### config.mk
export PLATFORM = sky130hd
export DESIGN_NAME = layered_keyboard_report_builder_top
export DESIGN_NICKNAME = d
export VERILOG_FILES = /design/src/design/lkrb_pkg.sv /design/src/design/lkrb_ram.sv /design/src/design/lkrb_ctrl.sv /design/src/design/lkrb_dp.sv /design/src/design/layered_keyboard_report_builder_top.sv
export SDC_FILE = /design/constraint.sdc
export NUM_CORES = 2
export LEC_CHECK = 0
export ABC_CLOCK_PERIOD_IN_PS = 3900
export BUFFER_PORTS_ARGS = -buffer_cell sky130_fd_sc_hd__buf_2
export CAP_MARGIN = 20
export CORE_MARGIN = 3
export CORE_UTILIZATION = 57
export DETAILED_ROUTE_END_ITERATION = 12
export PLACE_DENSITY = 0.76
export SLEW_MARGIN = 0
export SYNTH_ARGS = -nofsm -noshare
export SYNTH_HDL_FRONTEND = slang
export SYNTH_HIERARCHICAL = 1
export SYNTH_SLANG_ARGS = --single-unit
### constraint.sdc
create_clock -name clk -period 3.9 [get_ports clk]
set_input_delay 0.195 -clock clk [delete_from_list [all_inputs] [get_ports clk]]
set_output_delay 0.195 -clock clk [all_outputs]
set_load 0.03 [all_outputs]
### src/design/lkrb_pkg.sv
// shared types and constants of the layered keyboard report builder
`timescale 1ns / 1ps
`default_nettype none
package lkrb_pkg;

  localparam int VIS_SLOTS = 6;

  localparam logic [1:0] OP_KEY  = 2'd0;
  localparam logic [1:0] OP_MAPW = 2'd1;
  localparam logic [1:0] OP_SYNC = 2'd2;

  localparam logic [2:0] REG_MODE     = 3'd0;
  localparam logic [2:0] REG_ROLL     = 3'd1;
  localparam logic [2:0] REG_LAYER1   = 3'd2;
  localparam logic [2:0] REG_LAYER2   = 3'd3;
  localparam logic [2:0] REG_FUNCTION = 3'd4;
  localparam logic [2:0] REG_NO_KEY   = 3'd5;

  localparam logic [1:0] MODE_RST     = 2'd0;
  localparam logic       ROLL_RST     = 1'b1;
  localparam logic [7:0] LAYER1_RST   = 8'd240;
  localparam logic [7:0] LAYER2_RST   = 8'd241;
  localparam logic [7:0] FUNCTION_RST = 8'd242;
  localparam logic [7:0] NO_KEY_RST   = 8'd0;

  localparam logic [7:0] ROLL_CODE  = 8'h01;
  localparam logic [4:0] MOD_PREFIX = 5'b11100;

  typedef logic [VIS_SLOTS:0][7:0] report_t;

  typedef struct packed {
    logic accept;
    logic look;
    logic run;
    logic base;
    logic sweep_clear;
    logic layer_wr;
    logic layer_val;
    logic flag_sel;
    logic finish;
  } dp_cmd_t;

  typedef struct packed {
    logic key_go;
    logic down;
    logic hit_l1;
    logic hit_l2;
    logic hit_fn;
    logic found;
    logic done;
  } dp_sts_t;

endpackage
`default_nettype wire

### src/design/lkrb_ram.sv
// generic single write port ram with registered read
`timescale 1ns / 1ps
`default_nettype none
module lkrb_ram #(
  parameter int WIDTH = 8,
  parameter int DEPTH = 384
) (
  input  wire logic                     clk,
  input  wire logic                     wr_en,
  input  wire logic [$clog2(DEPTH)-1:0] wr_addr,
  input  wire logic [WIDTH-1:0]         wr_data,
  input  wire logic [$clog2(DEPTH)-1:0] rd_addr,
  output logic      [WIDTH-1:0]         rd_data
);

  logic [WIDTH-1:0] mem_r [DEPTH];

  always_ff @(posedge clk) begin
    if (wr_en) begin
      mem_r[wr_addr] <= wr_data;
    end
    rd_data <= mem_r[rd_addr];
  end

endmodule
`default_nettype wire

### src/design/lkrb_ctrl.sv
// controller state machine of the report builder
`timescale 1ns / 1ps
`default_nettype none
module lkrb_ctrl import lkrb_pkg::*; (
  input  wire logic    clk,
  input  wire logic    rst_n,
  input  wire logic    start,
  output logic         busy,
  input  wire dp_sts_t sts,
  output dp_cmd_t      cmd
);

  localparam logic [2:0] S_IDLE   = 3'd0;
  localparam logic [2:0] S_LOOK   = 3'd1;
  localparam logic [2:0] S_DECIDE = 3'd2;
  localparam logic [2:0] S_HOLD   = 3'd3;
  localparam logic [2:0] S_SCAN   = 3'd4;
  localparam logic [2:0] S_FINISH = 3'd5;

  logic [2:0] state_r, state_nxt;
  logic       sel_r, sel_nxt;

  assign busy = (state_r != S_IDLE);

  always_comb begin
    state_nxt = state_r;
    sel_nxt   = sel_r;
    cmd       = '0;
    cmd.flag_sel = sel_r;
    unique case (state_r)
      S_IDLE: begin
        cmd.accept = start;
        if (start && sts.key_go) begin
          state_nxt = S_LOOK;
        end
      end
      S_LOOK: begin
        cmd.look  = 1'b1;
        state_nxt = S_DECIDE;
      end
      S_DECIDE: begin
        sel_nxt      = sts.hit_l2;
        cmd.flag_sel = sts.hit_l2;
        if (sts.hit_l1 || sts.hit_l2) begin
          cmd.sweep_clear = 1'b1;
          if (sts.down) begin
            cmd.layer_wr  = 1'b1;
            cmd.layer_val = 1'b1;
            state_nxt     = S_SCAN;
          end else begin
            state_nxt = S_HOLD;
          end
        end else if (sts.hit_fn) begin
          state_nxt = S_IDLE;
        end else begin
          cmd.sweep_clear = 1'b1;
          state_nxt       = S_SCAN;
        end
      end
      S_HOLD: begin
        cmd.run  = 1'b1;
        cmd.base = 1'b1;
        if (sts.found) begin
          state_nxt = S_IDLE;
        end else if (sts.done) begin
          cmd.layer_wr    = 1'b1;
          cmd.layer_val   = 1'b0;
          cmd.sweep_clear = 1'b1;
          state_nxt       = S_SCAN;
        end
      end
      S_SCAN: begin
        cmd.run = 1'b1;
        if (sts.done) begin
          state_nxt = S_FINISH;
        end
      end
      S_FINISH: begin
        cmd.finish = 1'b1;
        state_nxt  = S_IDLE;
      end
      default: begin
        state_nxt = S_IDLE;
      end
    endcase
  end

  always_ff @(posedge clk) begin
    if (!rst_n) begin
      state_r <= S_IDLE;
      sel_r   <= 1'b0;
    end else begin
      state_r <= state_nxt;
      sel_r   <= sel_nxt;
    end
  end

endmodule
`default_nettype wire

### src/design/lkrb_dp.sv
// datapath: config registers, key bitmap, mapping tables, scan and report
`timescale 1ns / 1ps
`default_nettype none
module lkrb_dp import lkrb_pkg::*; #(
  parameter int KEYS  = 128,
  parameter int SLOTS = 6
) (
  input  wire logic       clk,
  input  wire logic       rst_n,
  input  wire dp_cmd_t    cmd,
  output dp_sts_t         sts,
  input  wire logic [1:0] in_opcode,
  input  wire logic [7:0] in_key_index,
  input  wire logic       in_pressed,
  input  wire logic [1:0] in_map_layer,
  input  wire logic [7:0] in_hid_code,
  input  wire logic       cfg_wr,
  input  wire logic [2:0] cfg_index,
  input  wire logic [7:0] cfg_data,
  output logic            out_valid,
  output report_t         report
);

  localparam int AW = $clog2(3 * KEYS);
  localparam int CW = $clog2(KEYS + 1);
  localparam int KW = (KEYS > 1) ? $clog2(KEYS) : 1;
  localparam logic [AW-1:0] OFF1 = AW'(KEYS);
  localparam logic [AW-1:0] OFF2 = AW'(2 * KEYS);

  logic [1:0] mode_r;
  logic       roll_r;
  logic [7:0] l1_r, l2_r, fn_r, nk_r;

  logic [KEYS-1:0] pmap_r;
  logic            second_r, third_r;
  logic [KW-1:0]   key_r;
  logic            down_r;
  logic [CW-1:0]   cnt_r;
  logic            rd_vld_r;
  logic [KW-1:0]   idx_r;
  logic            found_r;
  logic [7:0]      mod_r;
  logic [7:0]      slot_r [SLOTS];
  logic [7:0]      slot_nxt [SLOTS];
  logic            over_r, over_nxt;
  report_t         last_r;
  logic            valid_r;

  logic          key_ok;
  logic [1:0]    act_layer;
  logic          wr_en;
  logic [AW-1:0] wr_addr, rd_addr;
  logic [7:0]    rd_data;
  logic          issue;
  logic          eval_hit;
  logic [7:0]    target;
  logic          skip_code, is_mod;
  logic [SLOTS-1:0] eq_v, zero_v;
  report_t       rep;

  function automatic logic [AW-1:0] lay_off(input logic [1:0] lay);
    logic [AW-1:0] off;
    unique case (lay)
      2'd0:    off = '0;
      2'd1:    off = OFF1;
      default: off = OFF2;
    endcase
    return off;
  endfunction

  assign key_ok    = ({1'b0, in_key_index} < 9'(KEYS));
  assign act_layer = third_r ? 2'd2 : (second_r ? 2'd1 : 2'd0);
  assign wr_en     = cmd.accept && (in_opcode == OP_MAPW) && key_ok && (in_map_layer != 2'd3);
  assign wr_addr   = lay_off(in_map_layer) + AW'(in_key_index[KW-1:0]);
  assign issue     = cmd.run && !cmd.sweep_clear && (cnt_r < CW'(KEYS));

  always_comb begin
    if (cmd.look) begin
      rd_addr = lay_off(act_layer) + AW'(key_r);
    end else if (cmd.base) begin
      rd_addr = AW'(cnt_r);
    end else begin
      rd_addr = lay_off(act_layer) + AW'(cnt_r);
    end
  end

  lkrb_ram #(
    .WIDTH(8),
    .DEPTH(3 * KEYS)
  ) u_tables (
    .clk     (clk),
    .wr_en   (wr_en),
    .wr_addr (wr_addr),
    .wr_data (in_hid_code),
    .rd_addr (rd_addr),
    .rd_data (rd_data)
  );

  assign sts.key_go = (in_opcode == OP_KEY) && key_ok && !mode_r[1];
  assign sts.down   = down_r;
  assign sts.hit_l1 = (rd_data == l1_r);
  assign sts.hit_l2 = (rd_data != l1_r) && (rd_data == l2_r);
  assign sts.hit_fn = (rd_data == fn_r);
  assign sts.found  = found_r;
  assign sts.done   = (cnt_r == CW'(KEYS)) && !rd_vld_r;

  assign eval_hit  = cmd.run && rd_vld_r && pmap_r[idx_r];
  assign target    = cmd.flag_sel ? l2_r : l1_r;
  assign skip_code = (rd_data == l1_r) || (rd_data == l2_r) || (rd_data == fn_r) ||
                     (rd_data == nk_r);
  assign is_mod    = (rd_data[7:3] == MOD_PREFIX);

  // slot placement of one scanned key
  always_comb begin
    logic taken;
    taken    = 1'b0;
    over_nxt = over_r;
    for (int j = 0; j < SLOTS; j++) begin
      eq_v[j]     = (slot_r[j] == rd_data);
      zero_v[j]   = (slot_r[j] == 8'd0);
      slot_nxt[j] = slot_r[j];
    end
    if (eval_hit && !cmd.base && !skip_code && !is_mod && !(|eq_v)) begin
      for (int j = 0; j < SLOTS; j++) begin
        if (zero_v[j] && !taken) begin
          slot_nxt[j] = rd_data;
          taken       = 1'b1;
        end
      end
      if (!taken) begin
        over_nxt = 1'b1;
      end
    end
  end

  assign rep[0] = mod_r;
  for (genvar v = 0; v < VIS_SLOTS; v++) begin : g_vis
    if (v < SLOTS) begin : g_used
      assign rep[v+1] = (over_r && roll_r) ? ROLL_CODE : slot_r[v];
    end else begin : g_unused
      assign rep[v+1] = 8'd0;
    end
  end

  // config registers
  always_ff @(posedge clk) begin
    if (!rst_n) begin
      mode_r <= MODE_RST;
      roll_r <= ROLL_RST;
      l1_r   <= LAYER1_RST;
      l2_r   <= LAYER2_RST;
      fn_r   <= FUNCTION_RST;
      nk_r   <= NO_KEY_RST;
    end else if (cfg_wr) begin
      unique case (cfg_index)
        REG_MODE:     mode_r <= cfg_data[1:0];
        REG_ROLL:     roll_r <= cfg_data[0];
        REG_LAYER1:   l1_r   <= cfg_data;
        REG_LAYER2:   l2_r   <= cfg_data;
        REG_FUNCTION: fn_r   <= cfg_data;
        REG_NO_KEY:   nk_r   <= cfg_data;
        default: ;
      endcase
    end
  end

  // key and layer state, report
  always_ff @(posedge clk) begin
    if (!rst_n) begin
      pmap_r   <= '0;
      second_r <= 1'b0;
      third_r  <= 1'b0;
      last_r   <= '0;
      valid_r  <= 1'b0;
    end else begin
      valid_r <= (cmd.accept && (in_opcode == OP_SYNC)) || (cmd.finish && (rep != last_r));
      if (cmd.accept && (in_opcode == OP_SYNC)) begin
        pmap_r   <= '0;
        second_r <= 1'b0;
        third_r  <= 1'b0;
        last_r   <= '0;
      end else if (cmd.accept && (in_opcode == OP_KEY) && key_ok) begin
        pmap_r[in_key_index[KW-1:0]] <= in_pressed;
      end
      if (cmd.layer_wr) begin
        if (cmd.flag_sel) begin
          third_r <= cmd.layer_val;
        end else begin
          second_r <= cmd.layer_val;
        end
      end
      if (cmd.finish && (rep != last_r)) begin
        last_r <= rep;
      end
    end
  end

  // sweep control
  always_ff @(posedge clk) begin
    if (!rst_n) begin
      cnt_r    <= '0;
      rd_vld_r <= 1'b0;
      found_r  <= 1'b0;
      over_r   <= 1'b0;
    end else if (cmd.sweep_clear) begin
      cnt_r    <= '0;
      rd_vld_r <= 1'b0;
      found_r  <= 1'b0;
      over_r   <= 1'b0;
    end else begin
      rd_vld_r <= issue;
      if (issue) begin
        cnt_r <= cnt_r + CW'(1);
      end
      if (eval_hit && cmd.base && (rd_data == target) && (idx_r != key_r)) begin
        found_r <= 1'b1;
      end
      over_r <= over_nxt;
    end
  end

  // payload registers
  always_ff @(posedge clk) begin
    if (cmd.accept) begin
      key_r  <= in_key_index[KW-1:0];
      down_r <= in_pressed;
    end
    idx_r <= cnt_r[KW-1:0];
    if (cmd.sweep_clear) begin
      mod_r <= 8'd0;
      for (int j = 0; j < SLOTS; j++) begin
        slot_r[j] <= 8'd0;
      end
    end else begin
      if (eval_hit && !cmd.base && !skip_code && is_mod) begin
        mod_r <= mod_r | (8'd1 << rd_data[2:0]);
      end
      for (int j = 0; j < SLOTS; j++) begin
        slot_r[j] <= slot_nxt[j];
      end
    end
  end

  assign out_valid = valid_r;
  assign report    = last_r;

endmodule
`default_nettype wire

### src/design/layered_keyboard_report_builder_top.sv
// top level of the layered keyboard report builder
//
// channels: an input transaction is taken at a clock edge with start high and
// busy low; in_opcode selects key event, mapping write or resync. a report
// leaves on the out_ ports for one cycle with out_valid high and cannot be
// held off. config registers are written over cfg_valid/cfg_index/cfg_data,
// cfg_ready is always high; write them only while the block is idle.
// mapping writes finish in the accept cycle, busy stays low.
// resync strobes an all-zero report in the cycle after accept.
// a key event in mode 0 or 1 reads its own mapping, then, unless that is
// the function code, sweeps all KEYS entries of the active layer table,
// one ram read per cycle, and builds a report. releasing a layer key
// first sweeps the base table for other held keys of that kind and ends
// there, keeping the layer, if one is found.
// a key event's report leaves only when it differs from the last one sent.
// reset clears key bitmap, layer flags, last report, sets config defaults;
// mapping tables keep their content and must be loaded before use.
`timescale 1ns / 1ps
`default_nettype none
module layered_keyboard_report_builder_top import lkrb_pkg::*; #(
  parameter int KEYS  = 128,
  parameter int SLOTS = 6
) (
  input  wire logic       clk,
  input  wire logic       rst_n,
  input  wire logic       start,
  output logic            busy,
  input  wire logic [1:0] in_opcode,
  input  wire logic [7:0] in_key_index,
  input  wire logic       in_pressed,
  input  wire logic [1:0] in_map_layer,
  input  wire logic [7:0] in_hid_code,
  output logic            out_valid,
  output logic [7:0]      out_modifier_bits,
  output logic [7:0]      out_slot_zero,
  output logic [7:0]      out_slot_one,
  output logic [7:0]      out_slot_two,
  output logic [7:0]      out_slot_three,
  output logic [7:0]      out_slot_four,
  output logic [7:0]      out_slot_five,
  input  wire logic       cfg_valid,
  output logic            cfg_ready,
  input  wire logic [2:0] cfg_index,
  input  wire logic [7:0] cfg_data
);

  dp_cmd_t cmd;
  dp_sts_t sts;
  report_t report;

  assign cfg_ready = 1'b1;

  lkrb_ctrl u_ctrl (
    .clk   (clk),
    .rst_n (rst_n),
    .start (start),
    .busy  (busy),
    .sts   (sts),
    .cmd   (cmd)
  );

  lkrb_dp #(
    .KEYS  (KEYS),
    .SLOTS (SLOTS)
  ) u_dp (
    .clk          (clk),
    .rst_n        (rst_n),
    .cmd          (cmd),
    .sts          (sts),
    .in_opcode    (in_opcode),
    .in_key_index (in_key_index),
    .in_pressed   (in_pressed),
    .in_map_layer (in_map_layer),
    .in_hid_code  (in_hid_code),
    .cfg_wr       (cfg_valid && cfg_ready),
    .cfg_index    (cfg_index),
    .cfg_data     (cfg_data),
    .out_valid    (out_valid),
    .report       (report)
  );

  assign out_modifier_bits = report[0];
  assign out_slot_zero     = report[1];
  assign out_slot_one      = report[2];
  assign out_slot_two      = report[3];
  assign out_slot_three    = report[4];
  assign out_slot_four     = report[5];
  assign out_slot_five     = report[6];

endmodule
`default_nettype wire

==> flow_summary.yaml <==
outcome:
  run_status: "finished with violations"
  violations: "negative setup slack"
hold_path:
  hp-class: "in2reg"
power:
  clockPowerShare_pct: 43.4
  p_switching_mw: 15.53
  p_int_mw: 59.48
  p_seq_share_pct: 53.0
  comb_power_share_pct: 3.6
  peakVddDrop_mv: 0.4036
  switching_share_pct: 20.71
  p_total_mw: 75.02
  power_density_nw_per_um2: 472.9
  power.leakage_nw: 50.63
yosys:
  ys_top_cells_by_area: "edfxtp_1, mux4_2, dfxtp_1"
  synth-edff-count: 3080
  synth_top_area_share_pct: 68.50
  syn_inst: 7254
  yosysUniqueCellTypes: 89
  synth-warning-count: 6
  syn_area_per_cell_sq_um: 18.61
  syn_area_sq_um: 135000
  syn_nets: 7292
  synth_top_area_cell: "edfxtp_1"
  synthArstFlopShare_pct: 0
  synth-seq-cells: 3387
  seq_area_frac_synth_pct: 73.06
  synth_ff_type: "edfxtp_1"
sta:
  final.min_clock_period_ns: 4.056
  worst_pin_slew_ns: 1.192
  finalHoldViolCount: 0
  worst_hold_slack_ns: 0.09870
  finClkSkew_ns: 0.06896
  setup_ws_ns: -0.1563
  rsz0062_at_grt: "yes"
  fin_tns_setup_ns: -0.4656
  setup_violations: 6
  drv_slew: 0
  fmax_ghz: 0.2465
  fin_crit_sh_pct: 104.0
  slew_headroom_pct: 20.35
floorplan:
  die_w_um: 492.7
  io_pins: 95
  die-area_sq_um: 242700
  core-area_sq_um: 235400
  start_util_pct: 57.35
  die_h_um: 492.7
  rows: 178
route:
  drt-met1-wl_mm: 130.5
  top_layer_used: "met4"
  wl_met2_mm: 179.4
  viasPerCell: 6.766
  drt-initial-drc-count: 12250
  drcViolationCount: 0
  antenna_left: 0
  drt-wirelength-per-cell_um: 32.47
  route.met3.wl_mm: 47.96
  first_pass_iters: 6
  vias: 78890
  routed_wl_mm: 378.5
cells_and_area:
  final_nets: 8276
  design_area_sq_um: 158600
  n_fill_cell: 14220
  drive_gt1_share_pct: 30.21
  finalNonFillerCells: 11660
  synthToLayoutAreaGrowth_pct: 17.49
  final_util_pct: 67.38
placement:
  placed_area_sq_um: 145200
  post-place-cells: 10900
  dp_hpwl_mm: 228.3
  place_congestion: 0.9304
  dpl_worst_slack_ns: -0.8259
  io_buffers: 93
critical_path:
  cp-start-kind: "flop"
  r2r_slack_ns: -0.16
  required_ns: 4.71
  worstPathMaxFanout: 8
  critPathKind: "reg2reg"
  critical_path_arrival_ns: 4.87
  critPathCaptureType: "flop"
grt:
  grt-ovfl-total: 0
  grt_max_degree: 135
  antenna_found_initial: 7
  grt_usage_pct: 30.97
  grt_first_pass_wirelength_mm: 547.5
  first_global_vias: 78330
clocking:
  cts_buffer_depth: 4
  cts_buffers: 346
  cts_tree: "built"
  clkLatencyLatePin_ns: 0.97
  clock_sinks: 3387
  cts.htree.levels: 5
  clk_pin_slew_ns: 0.06
  root_buffer: "clkbuf_16"
run:
  drv_cap: 0
## synthesized netlist by cell type, drive strengths merged, types with 4 or more instances
cell type  number
o31ai           4
nand2b         47
nor4bb         17
dfxtp         307
clkbuf        253
a41oi          16
a32oi           4
edfxtp       3080
o21ai         176
nor2          524
o221ai         23
o32ai          30
a2111oi        13
a22oi          62
o211ai          7
a21boi         21
a22o           13
o2111ai         4
xor2           65
and3           12
mux4          837
a221oi         18
mux2           45
and3b           7
nor3           34
xnor2          58
nand4          39
nor2b          47
a211oi         34
nand3b          7
buf           221
nor4           40
nor3b          12
o41ai          21
or2            12
and2           18
a211o           4
mux2i         214
o22ai          48
nand3         202
a21oi         194
inv            50
nand2         330
a31oi          34
## state kept, by name (all words and copies together), names as in the netlist, 3 cells and up
signal	cells
u_dp/u_tables/mem_r	3072
u_dp/pmap_r	128
u_dp/report	56
u_dp/slot_r	48
u_dp/cnt_r	8
u_dp/fn_r	8
u_dp/l1_r	8
u_dp/l2_r	8
u_dp/mod_r	8
u_dp/nk_r	8
u_dp/u_tables/rd_data	8
u_dp/idx_r	7
u_dp/key_r	7
u_ctrl/state_r	3
## path summary, 6_finish.rpt
check / end / startpoint / cells past startpoint
worst max register to register: u_dp/u_tables/rd_data[4] / u_ctrl/state_r[2] / 15
worst max-delay path: u_dp/u_tables/rd_data[4] / u_ctrl/state_r[2] / 15
worst min-delay path: u_dp/fn_r[7] / cfg_data[7] / 4
worst min register to register: u_dp/idx_r[1] / u_dp/cnt_r[1] / 0
## power by group through the flow
stage / combinational (mW) / clock, mW / sequential, mW
final: 2.72 / 32.6 / 39.7
after global routing: 2.84 / 34.2 / 39.7
after CTS: 2.63 / 32.8 / 39.7
after detailed placement: 2.48 / 0 / 40.5
after global placement: 2.40 / 0 / 40.5
after floorplan: 1.20 / 0 / 40.5
## logic make-up (layout without fill, tap and decap cells)
kind of cell	Yosys count	in the layout	synth area share [%]
simple gates	1365	1365	4.669
mux	1096	1096	15.93
fa+ha+maj	2	2	0.01853
other cells	1	10	0.002778
buf+inv	525	1771	1.916
xor+xnor	123	123	0.7979
compound gates	755	755	3.613
flops	3387	3387	73.06
## placed cells by master (no fill, tap or decap), types with 20 or more instances in the layout
| master | n |
|---|---|
| a31oi_1 | 32 |
| edfxtp_1 | 3080 |
| mux2_2 | 42 |
| a22oi_1 | 51 |
| xnor2_1 | 58 |
| nand2b_1 | 46 |
| nor3_1 | 33 |
| a21oi_1 | 188 |
| nor2_1 | 515 |
| mux4_2 | 837 |
| nand2_2 | 20 |
| clkbuf_1 | 61 |
| nand4_1 | 38 |
| xor2_1 | 65 |
| o22ai_1 | 47 |
| nor4_1 | 33 |
| dlygate4sd3_1 | 42 |
| o32ai_1 | 30 |
| a211oi_1 | 30 |
| buf_6 | 31 |
| clkbuf_16 | 353 |
| buf_16 | 25 |
| bufinv_16 | 36 |
| mux2i_1 | 210 |
| inv_1 | 47 |
| nor2b_1 | 46 |
| buf_12 | 106 |
| nand2_1 | 306 |
| buf_4 | 800 |
| buf_2 | 86 |
| a21boi_0 | 21 |
| clkinv_1 | 61 |
| dfxtp_1 | 304 |
| o221ai_1 | 21 |
| o21ai_0 | 165 |
| clkinv_2 | 68 |
| nand3_1 | 196 |
## final cells by class
class	instances	area (sq um)	area share, %
diodes	9	22.52	0.01420
flip-flops and latches	3387	98640	62.18
well taps	3150	3941	2.485
multi-input cells	3342	34430	21.70
clock buffers	415	9047	5.704
inverters	51	211.5	0.1333
repair buffers	1110	10370	6.536
clock inverters	195	1967	1.240
## critical path, cell delays in order, from the launching register on
cell      delay, ns
dfxtp_2        0.32
or3b_4         0.42
clkinv_4       0.09
nand2_4        0.06
o21ai_4        0.07
buf_12         0.16
buf_16         0.20
buf_16         0.16
buf_12         0.13
mux4_2         0.53
mux4_2         0.56
nand2_2        0.09
nand4_1        0.35
nor4bb_4       0.49
buf_4          0.20
a31oi_1        0.08
## timing repair
action | CTS | global route
hold buffers | 42 | 0
resized for setup | 118 | 72
hold endpoints to repair | 1099 | 0
setup buffers | 58 | 30
pin swaps | 24 | 17
gates cloned | 11 | 2
setup endpoints to repair | 8 | 8
## metal layers
metal / global-route usage (%) / vias to the layer above
li1: - / 31380
met1: 42.05 / 40240
met2: 48.00 / 6126
met3: 7.469 / 1144
met4: 14.58 / 0
met5: 0 / -
Note: power is estimated with default switching activity, not from simulation.
